`src/rtl/core/acfd_pkg.sv`:
```
`default_nettype none
package acfd_pkg;

    localparam int FrameMaxDef = 35;
    localparam int StoreDepth  = 17;
    localparam int MinLen      = 3;

    localparam logic [7:0] StartDef = 8'h53;  // 'S'
    localparam logic [7:0] EndDef   = 8'h23;  // '#'
    localparam logic [7:0] ChP      = 8'h50;
    localparam logic [7:0] ChO      = 8'h4F;
    localparam logic [7:0] ChT      = 8'h54;
    localparam logic [7:0] ChF      = 8'h46;
    localparam logic [7:0] ChL      = 8'h4C;
    localparam logic [7:0] Ch0      = 8'h30;
    localparam logic [7:0] Ch1      = 8'h31;
    localparam logic [7:0] Ch5      = 8'h35;
    localparam logic [7:0] Ch9      = 8'h39;

    localparam logic [2:0] Led1Rst  = 3'd2;
    localparam logic [2:0] LedBad   = 3'd5;
    localparam logic [2:0] LedOk    = 3'd0;
    localparam logic [7:0] SecsBad  = 8'd120;

    typedef enum logic [0:0] {
        CfgStart = 1'b0,
        CfgEnd   = 1'b1
    } t_cfg_idx;

    typedef logic [7:0] t_byte;
    typedef logic [StoreDepth-1:0][7:0] t_frame;

    typedef struct packed {
        logic [2:0] led1;
        logic [2:0] led2;
        logic [2:0] led3;
        logic [7:0] sw_bits;
    } t_ctrl;

    typedef struct packed {
        t_ctrl      ctrl;
        logic       tmr_valid;
        logic       tmr_device;
        logic       tmr_open;
        logic [7:0] tmr_secs;
    } t_result;

endpackage
`default_nettype wire

```
`src/rtl/core/acfd_decode.sv`:
```
`default_nettype none
module acfd_decode (
    input  wire acfd_pkg::t_frame  i_frame,
    input  wire                    i_len_ok,
    input  wire acfd_pkg::t_byte   i_start_char,
    input  wire acfd_pkg::t_ctrl   i_ctrl,
    output acfd_pkg::t_result      o_result
);
    import acfd_pkg::*;

    function automatic logic [2:0] mode_upd(input logic [2:0] cur, input t_byte c);
        t_byte diff;
        diff = c - Ch0;
        if (c >= Ch0 && c <= Ch5) begin
            return diff[2:0];
        end
        return cur;
    endfunction

    t_byte      tens;
    t_byte      ones;
    logic [7:0] secs_calc;
    logic       bad_digit;
    logic [2:0] tmr_mode;

    // seconds = tens*10 + ones, all mod 256
    assign tens      = i_frame[10] - Ch0;
    assign ones      = i_frame[11] - Ch0;
    assign secs_calc = {tens[4:0], 3'b000} + {tens[6:0], 1'b0} + ones;
    assign bad_digit = (i_frame[10] > Ch9) || (i_frame[11] > Ch9);
    assign tmr_mode  = bad_digit ? LedBad : LedOk;

    always_comb begin
        o_result      = '0;
        o_result.ctrl = i_ctrl;
        if (i_len_ok && i_frame[0] == i_start_char) begin
            if (i_frame[4] == ChP) begin
                o_result.ctrl.led1 = mode_upd(i_ctrl.led1, i_frame[5]);
                o_result.ctrl.led2 = mode_upd(i_ctrl.led2, i_frame[6]);
                o_result.ctrl.led3 = mode_upd(i_ctrl.led3, i_frame[7]);
                for (int k = 0; k < 8; k++) begin
                    if (i_frame[9+k] == Ch0) begin
                        o_result.ctrl.sw_bits[k] = 1'b0;
                    end else if (i_frame[9+k] == Ch1) begin
                        o_result.ctrl.sw_bits[k] = 1'b1;
                    end
                end
            end
            if (i_frame[2] == ChO && i_frame[5] == ChT &&
                (i_frame[3] == ChF || i_frame[3] == ChL)) begin
                o_result.tmr_valid  = 1'b1;
                o_result.tmr_device = (i_frame[3] == ChL);
                o_result.tmr_open   = (i_frame[4] != Ch0);
                o_result.tmr_secs   = bad_digit ? SecsBad : secs_calc;
                if (i_frame[3] == ChL) begin
                    o_result.ctrl.led3 = tmr_mode;
                end else begin
                    o_result.ctrl.led2 = tmr_mode;
                end
            end
        end
    end

endmodule
`default_nettype wire

```
`src/rtl/core/acfd_obuf.sv`:
```
`default_nettype none
module acfd_obuf (
    input  wire                  i_clk,
    input  wire                  i_rst_n,
    input  wire                  i_push,
    input  wire acfd_pkg::t_result i_data,
    output logic                 o_room,
    output logic                 o_valid,
    output acfd_pkg::t_result    o_data,
    input  wire                  i_ready
);
    import acfd_pkg::*;

    logic    r_out_valid;
    logic    r_skd_valid;
    t_result r_out;
    t_result r_skd;
    logic    pop;

    assign pop     = r_out_valid & i_ready;
    assign o_room  = ~r_skd_valid;
    assign o_valid = r_out_valid;
    assign o_data  = r_out;

    // skid word only fills while the head word is stalled
    always_ff @(posedge i_clk) begin
        if (!i_rst_n) begin
            r_out_valid <= 1'b0;
            r_skd_valid <= 1'b0;
        end else if (r_skd_valid) begin
            if (pop) begin
                r_out       <= r_skd;
                r_skd_valid <= 1'b0;
            end
        end else if (i_push) begin
            if (!r_out_valid || pop) begin
                r_out       <= i_data;
                r_out_valid <= 1'b1;
            end else begin
                r_skd       <= i_data;
                r_skd_valid <= 1'b1;
            end
        end else if (pop) begin
            r_out_valid <= 1'b0;
        end
    end

endmodule
`default_nettype wire

```
`src/rtl/core/ascii_command_frame_decoder.sv`:
```
// A result word is on the output in the cycle after its closing byte is accepted
// when the head word is free, or later if it waits in the skid word behind a stalled word.
// Throughput: one byte per cycle. Frame tracking and decode sit between the byte
// input and a two-word output buffer, so bytes keep flowing while one result stalls.
// Input stalls only when both output words are held.
// Reset (sync, active low): chars 'S'/'#', store zero, LEDs 2/0/0, switches 0, buffer empty.
`default_nettype none
module ascii_command_frame_decoder #(
    parameter int FRAME_MAX = acfd_pkg::FrameMaxDef
) (
    input  wire        i_clk,
    input  wire        i_rst_n,
    // configuration write channel
    input  wire        i_cfg_valid,
    output logic       o_cfg_ready,
    input  wire [0:0]  i_cfg_index,
    input  wire [7:0]  i_cfg_data,
    // byte input
    input  wire        i_in_valid,
    output logic       o_in_ready,
    input  wire [7:0]  i_rx_byte,
    // result output
    output logic       o_out_valid,
    input  wire        i_out_ready,
    output logic [2:0] o_led1_mode,
    output logic [2:0] o_led2_mode,
    output logic [2:0] o_led3_mode,
    output logic [7:0] o_switch_bits,
    output logic       o_timer_valid,
    output logic       o_timer_device,
    output logic       o_timer_open,
    output logic [7:0] o_timer_seconds
);
    import acfd_pkg::*;

    // byte counter must hold FRAME_MAX itself
    localparam int CntW = $clog2(FRAME_MAX + 1);

    // configuration
    t_byte r_start;
    t_byte r_end;

    // frame tracking
    logic            r_in_frame;
    logic [CntW-1:0] r_count;
    t_frame          r_store;
    t_ctrl           r_ctrl;

    logic            acc;
    logic            is_start;
    logic            live;       // byte belongs to a frame
    logic [CntW-1:0] cnt;        // count seen by this byte
    logic            room;       // frame still below FRAME_MAX
    logic            close;
    logic [CntW-1:0] n_count;
    logic            n_in_frame;
    t_frame          n_store;
    logic            len_ok;
    t_result         result;
    t_result         out_word;

    assign o_cfg_ready = 1'b1;

    always_ff @(posedge i_clk) begin
        if (!i_rst_n) begin
            r_start <= StartDef;
            r_end   <= EndDef;
        end else if (i_cfg_valid) begin
            case (t_cfg_idx'(i_cfg_index))
                CfgStart: r_start <= i_cfg_data;
                CfgEnd:   r_end   <= i_cfg_data;
                default: ;
            endcase
        end
    end

    assign acc      = i_in_valid & o_in_ready;
    // start byte reopens a frame anywhere, even mid-frame
    assign is_start = (i_rx_byte == r_start);
    assign live     = r_in_frame | is_start;
    assign cnt      = is_start ? '0 : r_count;
    assign room     = (cnt < CntW'(FRAME_MAX));
    // overflow byte closes the frame without being stored or counted
    assign close    = live & (room ? (i_rx_byte == r_end) : 1'b1);
    assign n_count  = room ? (cnt + 1'b1) : cnt;
    assign n_in_frame = live & ~close;
    assign len_ok   = (n_count >= CntW'(MinLen));

    // store write; positions past the store are counted only.
    // Untouched positions keep bytes from older frames on purpose.
    always_comb begin
        for (int k = 0; k < StoreDepth; k++) begin
            if (live && room && cnt == CntW'(k)) begin
                n_store[k] = i_rx_byte;
            end else begin
                n_store[k] = r_store[k];
            end
        end
    end

    // decode sees the store including the closing byte, if it is stored
    acfd_decode u_decode (
        .i_frame      (n_store),
        .i_len_ok     (len_ok),
        .i_start_char (r_start),
        .i_ctrl       (r_ctrl),
        .o_result     (result)
    );

    always_ff @(posedge i_clk) begin
        if (!i_rst_n) begin
            r_in_frame <= 1'b0;
            r_count    <= '0;
            r_store    <= '0;
            r_ctrl     <= '{led1: Led1Rst, led2: 3'd0, led3: 3'd0, sw_bits: 8'd0};
        end else if (acc && live) begin
            r_in_frame <= n_in_frame;
            r_count    <= n_count;
            r_store    <= n_store;
            if (close) begin
                r_ctrl <= result.ctrl;
            end
        end
    end

    acfd_obuf u_obuf (
        .i_clk   (i_clk),
        .i_rst_n (i_rst_n),
        .i_push  (acc & close),
        .i_data  (result),
        .o_room  (o_in_ready),
        .o_valid (o_out_valid),
        .o_data  (out_word),
        .i_ready (i_out_ready)
    );

    assign o_led1_mode     = out_word.ctrl.led1;
    assign o_led2_mode     = out_word.ctrl.led2;
    assign o_led3_mode     = out_word.ctrl.led3;
    assign o_switch_bits   = out_word.ctrl.sw_bits;
    assign o_timer_valid   = out_word.tmr_valid;
    assign o_timer_device  = out_word.tmr_device;
    assign o_timer_open    = out_word.tmr_open;
    assign o_timer_seconds = out_word.tmr_secs;

    // input stalls only behind a held result
    a_stall_cause: assert property (@(posedge i_clk) disable iff (!i_rst_n)
        !o_in_ready |-> o_out_valid)
        else $error("input stalled with empty output");

    // a closing byte always leaves the frame closed
    a_close_frame: assert property (@(posedge i_clk) disable iff (!i_rst_n)
        (acc && close) |=> !r_in_frame)
        else $error("frame still open after close");

    // output is valid in the cycle after a closing byte is accepted
    a_close_result: assert property (@(posedge i_clk) disable iff (!i_rst_n)
        (acc && close) |=> o_out_valid)
        else $error("closed frame produced no result");

    // timer fields are zero unless a timer command was decoded
    a_timer_idle: assert property (@(posedge i_clk) disable iff (!i_rst_n)
        (o_out_valid && !o_timer_valid) |->
            (!o_timer_device && !o_timer_open && o_timer_seconds == 8'd0))
        else $error("timer fields set without timer command");

endmodule
`default_nettype wire
```
`config.mk`:
```
export PLATFORM = sky130hd
export DESIGN_NAME = ascii_command_frame_decoder
export DESIGN_NICKNAME = d
export VERILOG_FILES = /design/src/rtl/core/acfd_pkg.sv /design/src/rtl/core/acfd_decode.sv /design/src/rtl/core/acfd_obuf.sv /design/src/rtl/core/ascii_command_frame_decoder.sv
export SDC_FILE = /design/constraint.sdc
export NUM_CORES = 1
export LEC_CHECK = 0
export BUFFER_PORTS_ARGS = -buffer_cell sky130_fd_sc_hd__buf_2
export CAP_MARGIN = 0
export CORE_MARGIN = 2
export CORE_UTILIZATION = 45
export DETAILED_ROUTE_END_ITERATION = 8
export GPL_TIMING_DRIVEN = 0
export PLACE_DENSITY_LB_ADDON = 0.3
export SYNTH_ARGS = -nofsm -noshare
export SYNTH_HDL_FRONTEND = slang
export SYNTH_HIERARCHICAL = 1
export SYNTH_SLANG_ARGS = --single-unit
```
`constraint.sdc`:
```
create_clock -name i_clk -period 5.49 [get_ports i_clk]
set_input_delay 0 -clock i_clk [delete_from_list [all_inputs] [get_ports i_clk]]
set_output_delay 0 -clock i_clk [all_outputs]
set_load 0.1 [all_outputs]
```
## Word-level counts from Yosys, hierarchy flattened

Index checks and enable logic that the tools add are counted.
W data, S select, Z words.

| word-level totals | value |
|---|---|
| bits in registers | 218 |
| latch bits | 0 |
| memory bits (writable) | 0 |
| memory bits (read-only) | 0 |
| bits of input ports | 22 |
| output and inout port bits | 31 |
| logic and storage cells | 215 |
| memories kept | 0 |

| cells by class | value |
|---|---|
| add/subtract/negate cells | 8 |
| multipliers | 0 |
| divide/modulo/power cells | 0 |
| $lt $le $gt $ge | 10 |
| equality and inequality tests | 41 |
| shifts and indexed selects | 0 |
| multiplexer cells | 68 |
| bitwise logic cells | 10 |
| reductions and logical operators | 37 |

Operator list:

| operator | number |
|---|---|
| $mux W28 | 5 |
| $eq A8 B6 Y1 const B | 16 |
| $mux W8 | 16 |
| $eq A6 B4 Y1 const B | 7 |
| $eq A8 B7 Y1 const B | 5 |
| $mux W1 | 33 |
| $mux W3 | 9 |
| $eq A6 B3 Y1 const B | 4 |
| $eq A8 B8 Y1 | 3 |
| $ge A8 B6 Y1 const B | 3 |
| $le A8 B6 Y1 const B | 3 |
| $logic_and A1 B1 Y1 | 23 |
| $mux W6 | 3 |
| $mux W17 | 1 |
| $add A8 B8 Y8 | 2 |
| $gt A8 B6 Y1 const B | 2 |
| $eq A6 B2 Y1 const B | 2 |
| $mux W11 | 1 |
| $sub A3 B1 Y3 const B | 3 |
| $ne A8 B6 Y1 const B | 1 |
| $reduce_and A4 Y1 | 2 |
| $sub A8 B6 Y8 const B | 1 |
| $sub A7 B6 Y7 const B | 1 |
| $add A6 B1 Y6 const B | 1 |
| other kinds (13) | 27 |

## Depth between registers and ports, before layout

Gate-level depths: netlist of run 1.

| depth | value |
|---|---|
| depth after elaboration | 19 |
| depth in mapped cells | 22 |

## Hierarchy

Netlist of run 1, hierarchy kept.

By module, submodules not included:

| module | times used | cells each | area an instance (µm²) |
|---|---|---|---|
| ascii_command_frame_decoder | 1 | 913 | 9,251.4 |
| acfd_obuf | 1 | 102 | 2,175.8 |
| acfd_decode | 1 | 174 | 1,268.7 |

## Least setup slack after synthesis of run 1

OpenSTA, ideal clock, no wires.

| timing path | value |
|---|---|
| path type | reg-to-reg |
| start point | reg r_start[1] |
| end point | reg u_obuf.r_out, in the netlist u_obuf/o_data[7] (data pin) |
| data arrival time | 4.836 ns |
| required time | 5.230 ns |
| slack | 0.394 ns |
| cell stages (with the launch flop) | 22 |
| clock period less this slack | 5.096 ns |
| path through | dfxtp_1 > xor2_1 > nor4_4 > nand2_2 > nand2_1 > ha_1 > nand2_1 > nor3_4 > mux2_2 > inv_1 > fa_1 > inv_1 > ha_1 > ha_1 > inv_1 > fa_1 > inv_1 > a21o_1 > a21oi_1 > xnor2_1 > and3_1 > mux2_2 |

RTL lines:

| element | line | text |
|---|---|---|
| from (decl) | ascii_command_frame_decoder.sv:40 | `t_byte r_start;` |
| from (signal assigned) | ascii_command_frame_decoder.sv:66 | `r_start <= StartDef;` |
| from (signal assigned) | ascii_command_frame_decoder.sv:70 | `CfgStart: r_start <= i_cfg_data;` |
| to (signal assigned) | acfd_obuf.sv:32 | `r_out <= r_skd;` |
| to (signal assigned) | acfd_obuf.sv:37 | `r_out <= i_data;` |
| to (decl) | acfd_obuf.sv:16 | `t_result r_out;` |

==> run_results.csv, run 1 <==
group,metric,value,unit
die,start_util,45.7,%
routing,drt-total-wl,30800,um
die,rows,59,
routing,num_vias,8756,
power,pwr-share-comb,5.1,%
setup_path,reg2reg_depth,21,
setup_path,path_delay_family,"simple AND/OR/NAND/NOR gates",
sta,timing.final.crit_share,95.2,%
cells_and_area,final_cell_area,13700,um2
routing,vias_per_cell,5.55,
die,fp.dieW,167,um
place,place_ws,-327,ps
sta,slew_headroom,43.7,%
setup_path,crit_top_cell,"inv_1",
sta,post-route-min-period,5230,ps
grt,grt_pass1_wl,48500,um
setup_path,critPathBufInv,5,
sta,finClkSkew,20.7,ps
cells_and_area,nNetsFinal,1264,
power,pwr-share-clk,48.6,%
power,irDropWorstVdd,0.195,mV
cells_and_area,drive_gt1_share,26.0,%
synth,synth_area,11900,um2
clock_network,clockBufferDepth,3,
routing,dr_wl_met3,1420,um
routing,ant_nets,0,
place,dpl-instance-area,12600,um2
synth,syn-instance-count,1120,
hold_path,worstHoldPathCells,4,
place,hpwl,21700,um
grt,grt.overflow.total,0,
sta,rsz0062_at_grt,"false",
power,p_leak,5.05,nW
routing,drtPass1Iterations,5,
grt,grt_pass1_vias,8601,
grt,grtUsageTotal,22.0,%
hold_path,hold_path.class,"primary input to register",
setup_path,crit_arrival,5500,ps
setup_path,max_stage_delay,530,ps
grt,grt_max_degree,17,
run_status,outcome,"finished clean",
routing,top_layer,"met4",
die,pin_count,53,
routing,wl_met1,13900,um
setup_path,start_kind,"register",
place,gp_congestion,0.898,
setup_path,path_depth,21,
routing,drc,0,
synth,avgSynthCellArea,10.6,um2
synth,syn_nets,1161,
cells_and_area,area_growth,15.5,%
clock_network,clk_pin_slew,60,ps
routing,wl_per_cell,19.5,um
power,power_switching,815,uW
setup_path,setup.worst_path.class,"register to register",
power,p_sw_share,22.8,%
synth,yosys_warnings,6,
setup_path,cp.required,5770,ps
power,seq_power_share,46.2,%
sta,fin_setup_tns,0,ps
clock_network,cts_tree,"yes",
sta,setup-violations-final,0,
clock_network,clock_latency,530,ps
power,power,3.57,mW
setup_path,cp_max_fo,9,
sta,setup_ws,265,ps
die,die_h,167,um
job,cap_viol_max_count,0,
setup_path,slowest_stage,"fa_1",
grt,antenna_found_initial,0,
die,fp.coreArea,26000,um2
clock_network,htreeDepth,1,
clock_network,cts_buffers,25,
place,io_buffers,43,
die,die_area,27700,um2
routing,drtIter0Drc,695,
cells_and_area,finalCoreUtilization,52.8,%
sta,finalMaxSlewViolations,0,
clock_network,cts.sinks,218,
sta,hold_viol,0,
sta,timing.fmax,191,MHz
power,p_int,2.76,mW
power,p_per_area,260,nW/um2
clock_network,clock_tree.root_cell,"clkbuf_16",
setup_path,cp-end-kind,"register",
routing,route.met2.wl,14400,um
sta,tightest_slew,843,ps
setup_path,path_cells,"xor2_1 > nor4_4 > nand2_2 > nand2_1 > ha_1 > nand2_1 > nor3_4 > buf_4 > mux2_2 > inv_1 > ha_1 > inv_1 > fa_1 > inv_1 > fa_1 > inv_1 > a21o_1 > a21oi_1 > xnor2_1 > and3_1 > mux2_2",
## worst min-delay path: cells and delay by family
family | cells | cell delay [ps]
buffers and inverters | 2 | 640
and+or+nand+nor | 2 | 130
## layout make-up
cell class	instances	area [um2]
multi-input combinational	782	6360
inverter	29	110
tap	335	419
buffer	91	500
antenna	2	5.00
sequential	218	4920
clock inverter	12	146
timing repair buffer	76	538
clock buffer	34	719
fill	2260	12300
## repair_timing
action	in CTS	in global routing
endpoints found under the setup margin	4	1
gates resized for setup	0	0
setup buffers	2	3
pin swaps	2	1
endpoints found under the hold margin	49	0
hold buffers	25	0
## routing by layer
layer  global-route usage (%)  vias to the layer above
met5                        0                        -
met4                     7.95                        0
met3                     2.80                       65
met2                     35.9                      245
met1                     29.9                     4286
li1                         -                     4160
## cells in the final DEF, fill, tap and decap left out, types with 11 or more instances in the layout
master,count
nor2_1,58
xnor2_1,21
nand4_1,11
buf_4,19
inv_1,28
a21oi_1,25
ha_1,14
nand2_1,171
nor3_1,12
nand3_1,21
dfxtp_1,162
mux2i_1,138
clkbuf_16,25
mux2_2,152
clkbuf_1,55
buf_2,49
nor4_4,11
dlygate4sd3_1,25
edfxtp_1,56
## power groups by stage
stage	Clock, mW	Sequential, mW	Combinational (mW)
6_report	1.74	1.65	0.183
5_1_grt	1.83	1.65	0.194
4_1_cts	1.76	1.65	0.180
3_5_place_dp	0	1.69	0.165
3_3_place_gp	0	1.69	0.163
2_1_floorplan	0	1.69	0.103
## flip-flops by register name, indices dropped and copies added, names as in the netlist
| register | count |
|---|---|
| r_store | 120 |
| u_obuf/r_skd | 28 |
| r_ctrl | 17 |
| r_end | 8 |
| u_obuf/r_skd_valid | 1 |
| r_start | 8 |
| r_count | 6 |
| u_obuf/o_valid | 1 |
| r_in_frame | 1 |
| u_obuf/o_data | 28 |
## final timing paths
kind                                          startpoint                         end  slack [ps]
worst max-delay path             r_start[5]$_SDFFE_PN0P_  u_obuf/o_data[7]$_DFFE_PP_         260
worst min register to register  r_store[58]$_SDFFE_PN0P_    r_store[58]$_SDFFE_PN0P_         460
worst min-delay path                       i_cfg_data[1]       r_end[1]$_SDFFE_PN1P_         280
worst max register to register   r_start[5]$_SDFFE_PN0P_  u_obuf/o_data[7]$_DFFE_PP_         260
## per-stage QoR
stage                     instances  hold WS [ps]
final                          1579           276
after global routing           1577           268
after CTS                      1574           239
after detailed placement       1501           249
after global placement         1498           235
after floorplan                1120          99.5
(Power assumes the default switching activity.)
==> inputs of run 2 (changes only) <==
PLACE_DENSITY = 0.63   (was unset)
PLACE_DENSITY_LB_ADDON = unset   (was 0.3)
==> run_results.csv, run 2 (synthesized netlist as in run 1, its figures left out) <==
group,metric,value,unit
clock_network,cts.sinks,218,
cells_and_area,area_growth,15.0,%
clock_network,cts_buffers,26,
grt,met1_usage,30.3,%
sta,hold_viol,0,
grt,gr-usage-met3,3.11,%
run_status,violations,"max-capacitance violations, max-slew violations",
cells_and_area,drive_gt1_share,25.8,%
power,power,3.47,mW
cells_and_area,top_register,"r_store",
grt,grtUsageTotal,22.4,%
cells_and_area,antenna_cells,0,
cells_and_area,n_fill_cell,2379,
routing,ant_nets,0,
power,pwr-share-comb,5.3,%
place,gp_congestion,0.869,
clock_network,clock_latency,540,ps
setup_path,start_kind,"register",
die,rows,59,
power,p_leak,5.03,nW
setup_path,setup.worst_path.class,"register to register",
sta,post-route-min-period,5190,ps
power,pwr-share-clk,47.1,%
routing,drt-total-wl,31200,um
power,p_sw_share,24.0,%
clock_network,clk_pin_slew,60,ps
cells_and_area,largest_reg_flops,120,
power,p_per_area,254,nW/um2
routing,drtIter0Drc,511,
power,power_switching,834,uW
power,seq_power_share,47.6,%
grt,grt.overflow.total,0,
cells_and_area,finalCoreUtilization,52.6,%
die,die_area,27700,um2
routing,num_vias,8610,
sta,timing.fmax,193,MHz
job,cap_viol_max_count,1,
grt,grt_max_degree,16,
cells_and_area,nNetsFinal,1263,
grt,grtUsageMet2,37.3,%
sta,setup-violations-final,0,
cells_and_area,layout_common_cells,"nand2_1 (171), dfxtp_1 (162), mux2_2 (152), mux2i_1 (138), nor2_1 (58)",
setup_path,crit_arrival,5480,ps
run_status,outcome,"complete, but fails checks",
clock_network,post_cts_resized,0,
hold_path,hold_path.class,"primary input to register",
power,p_int,2.64,mW
sta,slew_headroom,-2.30,%
die,die_h,167,um
clock_network,clockBufferDepth,3,
clock_network,clock_tree.root_cell,"clkbuf_16",
die,start_util,45.7,%
cells_and_area,stdcell_count,1576,
place,dp_cells,1500,
place,hpwl,22100,um
die,pin_count,53,
routing,vias_per_cell,5.46,
setup_path,cp-end-kind,"register",
clock_network,htreeDepth,1,
sta,timing.final.crit_share,94.5,%
clock_network,cts_tree,"yes",
setup_path,cp_max_fo,9,
grt,grt_pass1_vias,8747,
sta,finalMaxSlewViolations,6,
die,fp.coreArea,26000,um2
setup_path,r2r_slack,300,ps
routing,drc,0,
routing,wl_per_cell,19.8,um
cells_and_area,layout_commonest_cell,"nand2_1",
place,io_buffers,43,
power,irDropWorstVdd,0.259,mV
grt,grt_pass1_wl,49500,um
routing,drtPass1Iterations,5,
grt,grt-busiest-layer,"met2",
sta,rsz0062_at_grt,"false",
sta,tightest_slew,1520,ps
die,fp.dieW,167,um
sta,finClkSkew,18.4,ps
grt,antenna_found_initial,1,
setup_path,cp.required,5780,ps
## run 2: final timing paths
check | startpoint | endpoint | cells past startpoint
hold / removal | i_cfg_data[0] | r_start[0]$_SDFFE_PN1P_ | 4
setup reg to reg | r_start[4]$_SDFFE_PN1P_ | u_obuf/o_data[7]$_DFFE_PP_ | 22
setup / recovery | r_start[4]$_SDFFE_PN1P_ | u_obuf/o_data[7]$_DFFE_PP_ | 22
hold reg to reg | r_ctrl[2]$_SDFFE_PN0P_ | r_ctrl[2]$_SDFFE_PN0P_ | 2
## run 2: layout make-up
| type | instances | area, um2 | share of cell area [%] |
|---|---|---|---|
| plain buffers | 91 | 500 | 3.66 |
| clock buffers | 36 | 738 | 5.40 |
| clock inverters | 11 | 68.8 | 0.504 |
| inverters | 29 | 110 | 0.806 |
| multi-input cells | 782 | 6360 | 46.6 |
| flip-flops and latches | 218 | 4920 | 36.0 |
| well taps | 335 | 419 | 3.07 |
| repair buffers | 74 | 541 | 3.96 |
## run 2: layer usage
metal,up-vias,wire [um]
met5,-,0
met4,0,996
met3,62,1390
met2,179,14500
met1,4213,14300
li1,4156,-
## run 2: stage by stage
step | setup WS, ps | setup TNS (ps) | area, um2 | hold WS (ps)
6_report | 300 | 0 | 13700 | 241
5_1_grt | 5.20 | 0 | 13700 | 261
4_1_cts | 277 | 0 | 13600 | 227
3_5_place_dp | -320 | -638 | 12600 | 236
3_3_place_gp | -312 | -524 | 12500 | 233
2_1_floorplan | 395 | 0 | 11900 | 99.5
## run 2: power groups by stage
stage / logic (mW) / clock network (mW) / registers [mW]
3_3_place_gp: 0.165 / 0 / 1.69
2_1_floorplan: 0.103 / 0 / 1.69
5_1_grt: 0.196 / 1.73 / 1.65
6_report: 0.184 / 1.63 / 1.65
4_1_cts: 0.182 / 1.66 / 1.65
3_5_place_dp: 0.166 / 0 / 1.69
## run 2: timing repair
item,in CTS,in global routing
cloned,0,0
hold buffers,26,0
endpoints found under the hold margin,49,0
buffers inserted,2,1
pin swaps,2,1
endpoints found under the setup margin,4,1
## run 2: critical path, stage by stage (launching register included)
cell     delay [ps]
dfxtp_1         410
xor2_1          190
nor4_4          420
nand2_2         190
nand2_1         140
ha_1            250
nand2_1         310
nor3_4          310
buf_12          160
mux2_2          380
inv_1            90
fa_1            410
inv_1            70
ha_1            230
ha_1            210
inv_1            70
fa_1            190
inv_1            50
a21o_1          170
a21oi_1         160
xnor2_1          80
and3_1          190
mux2_2          260
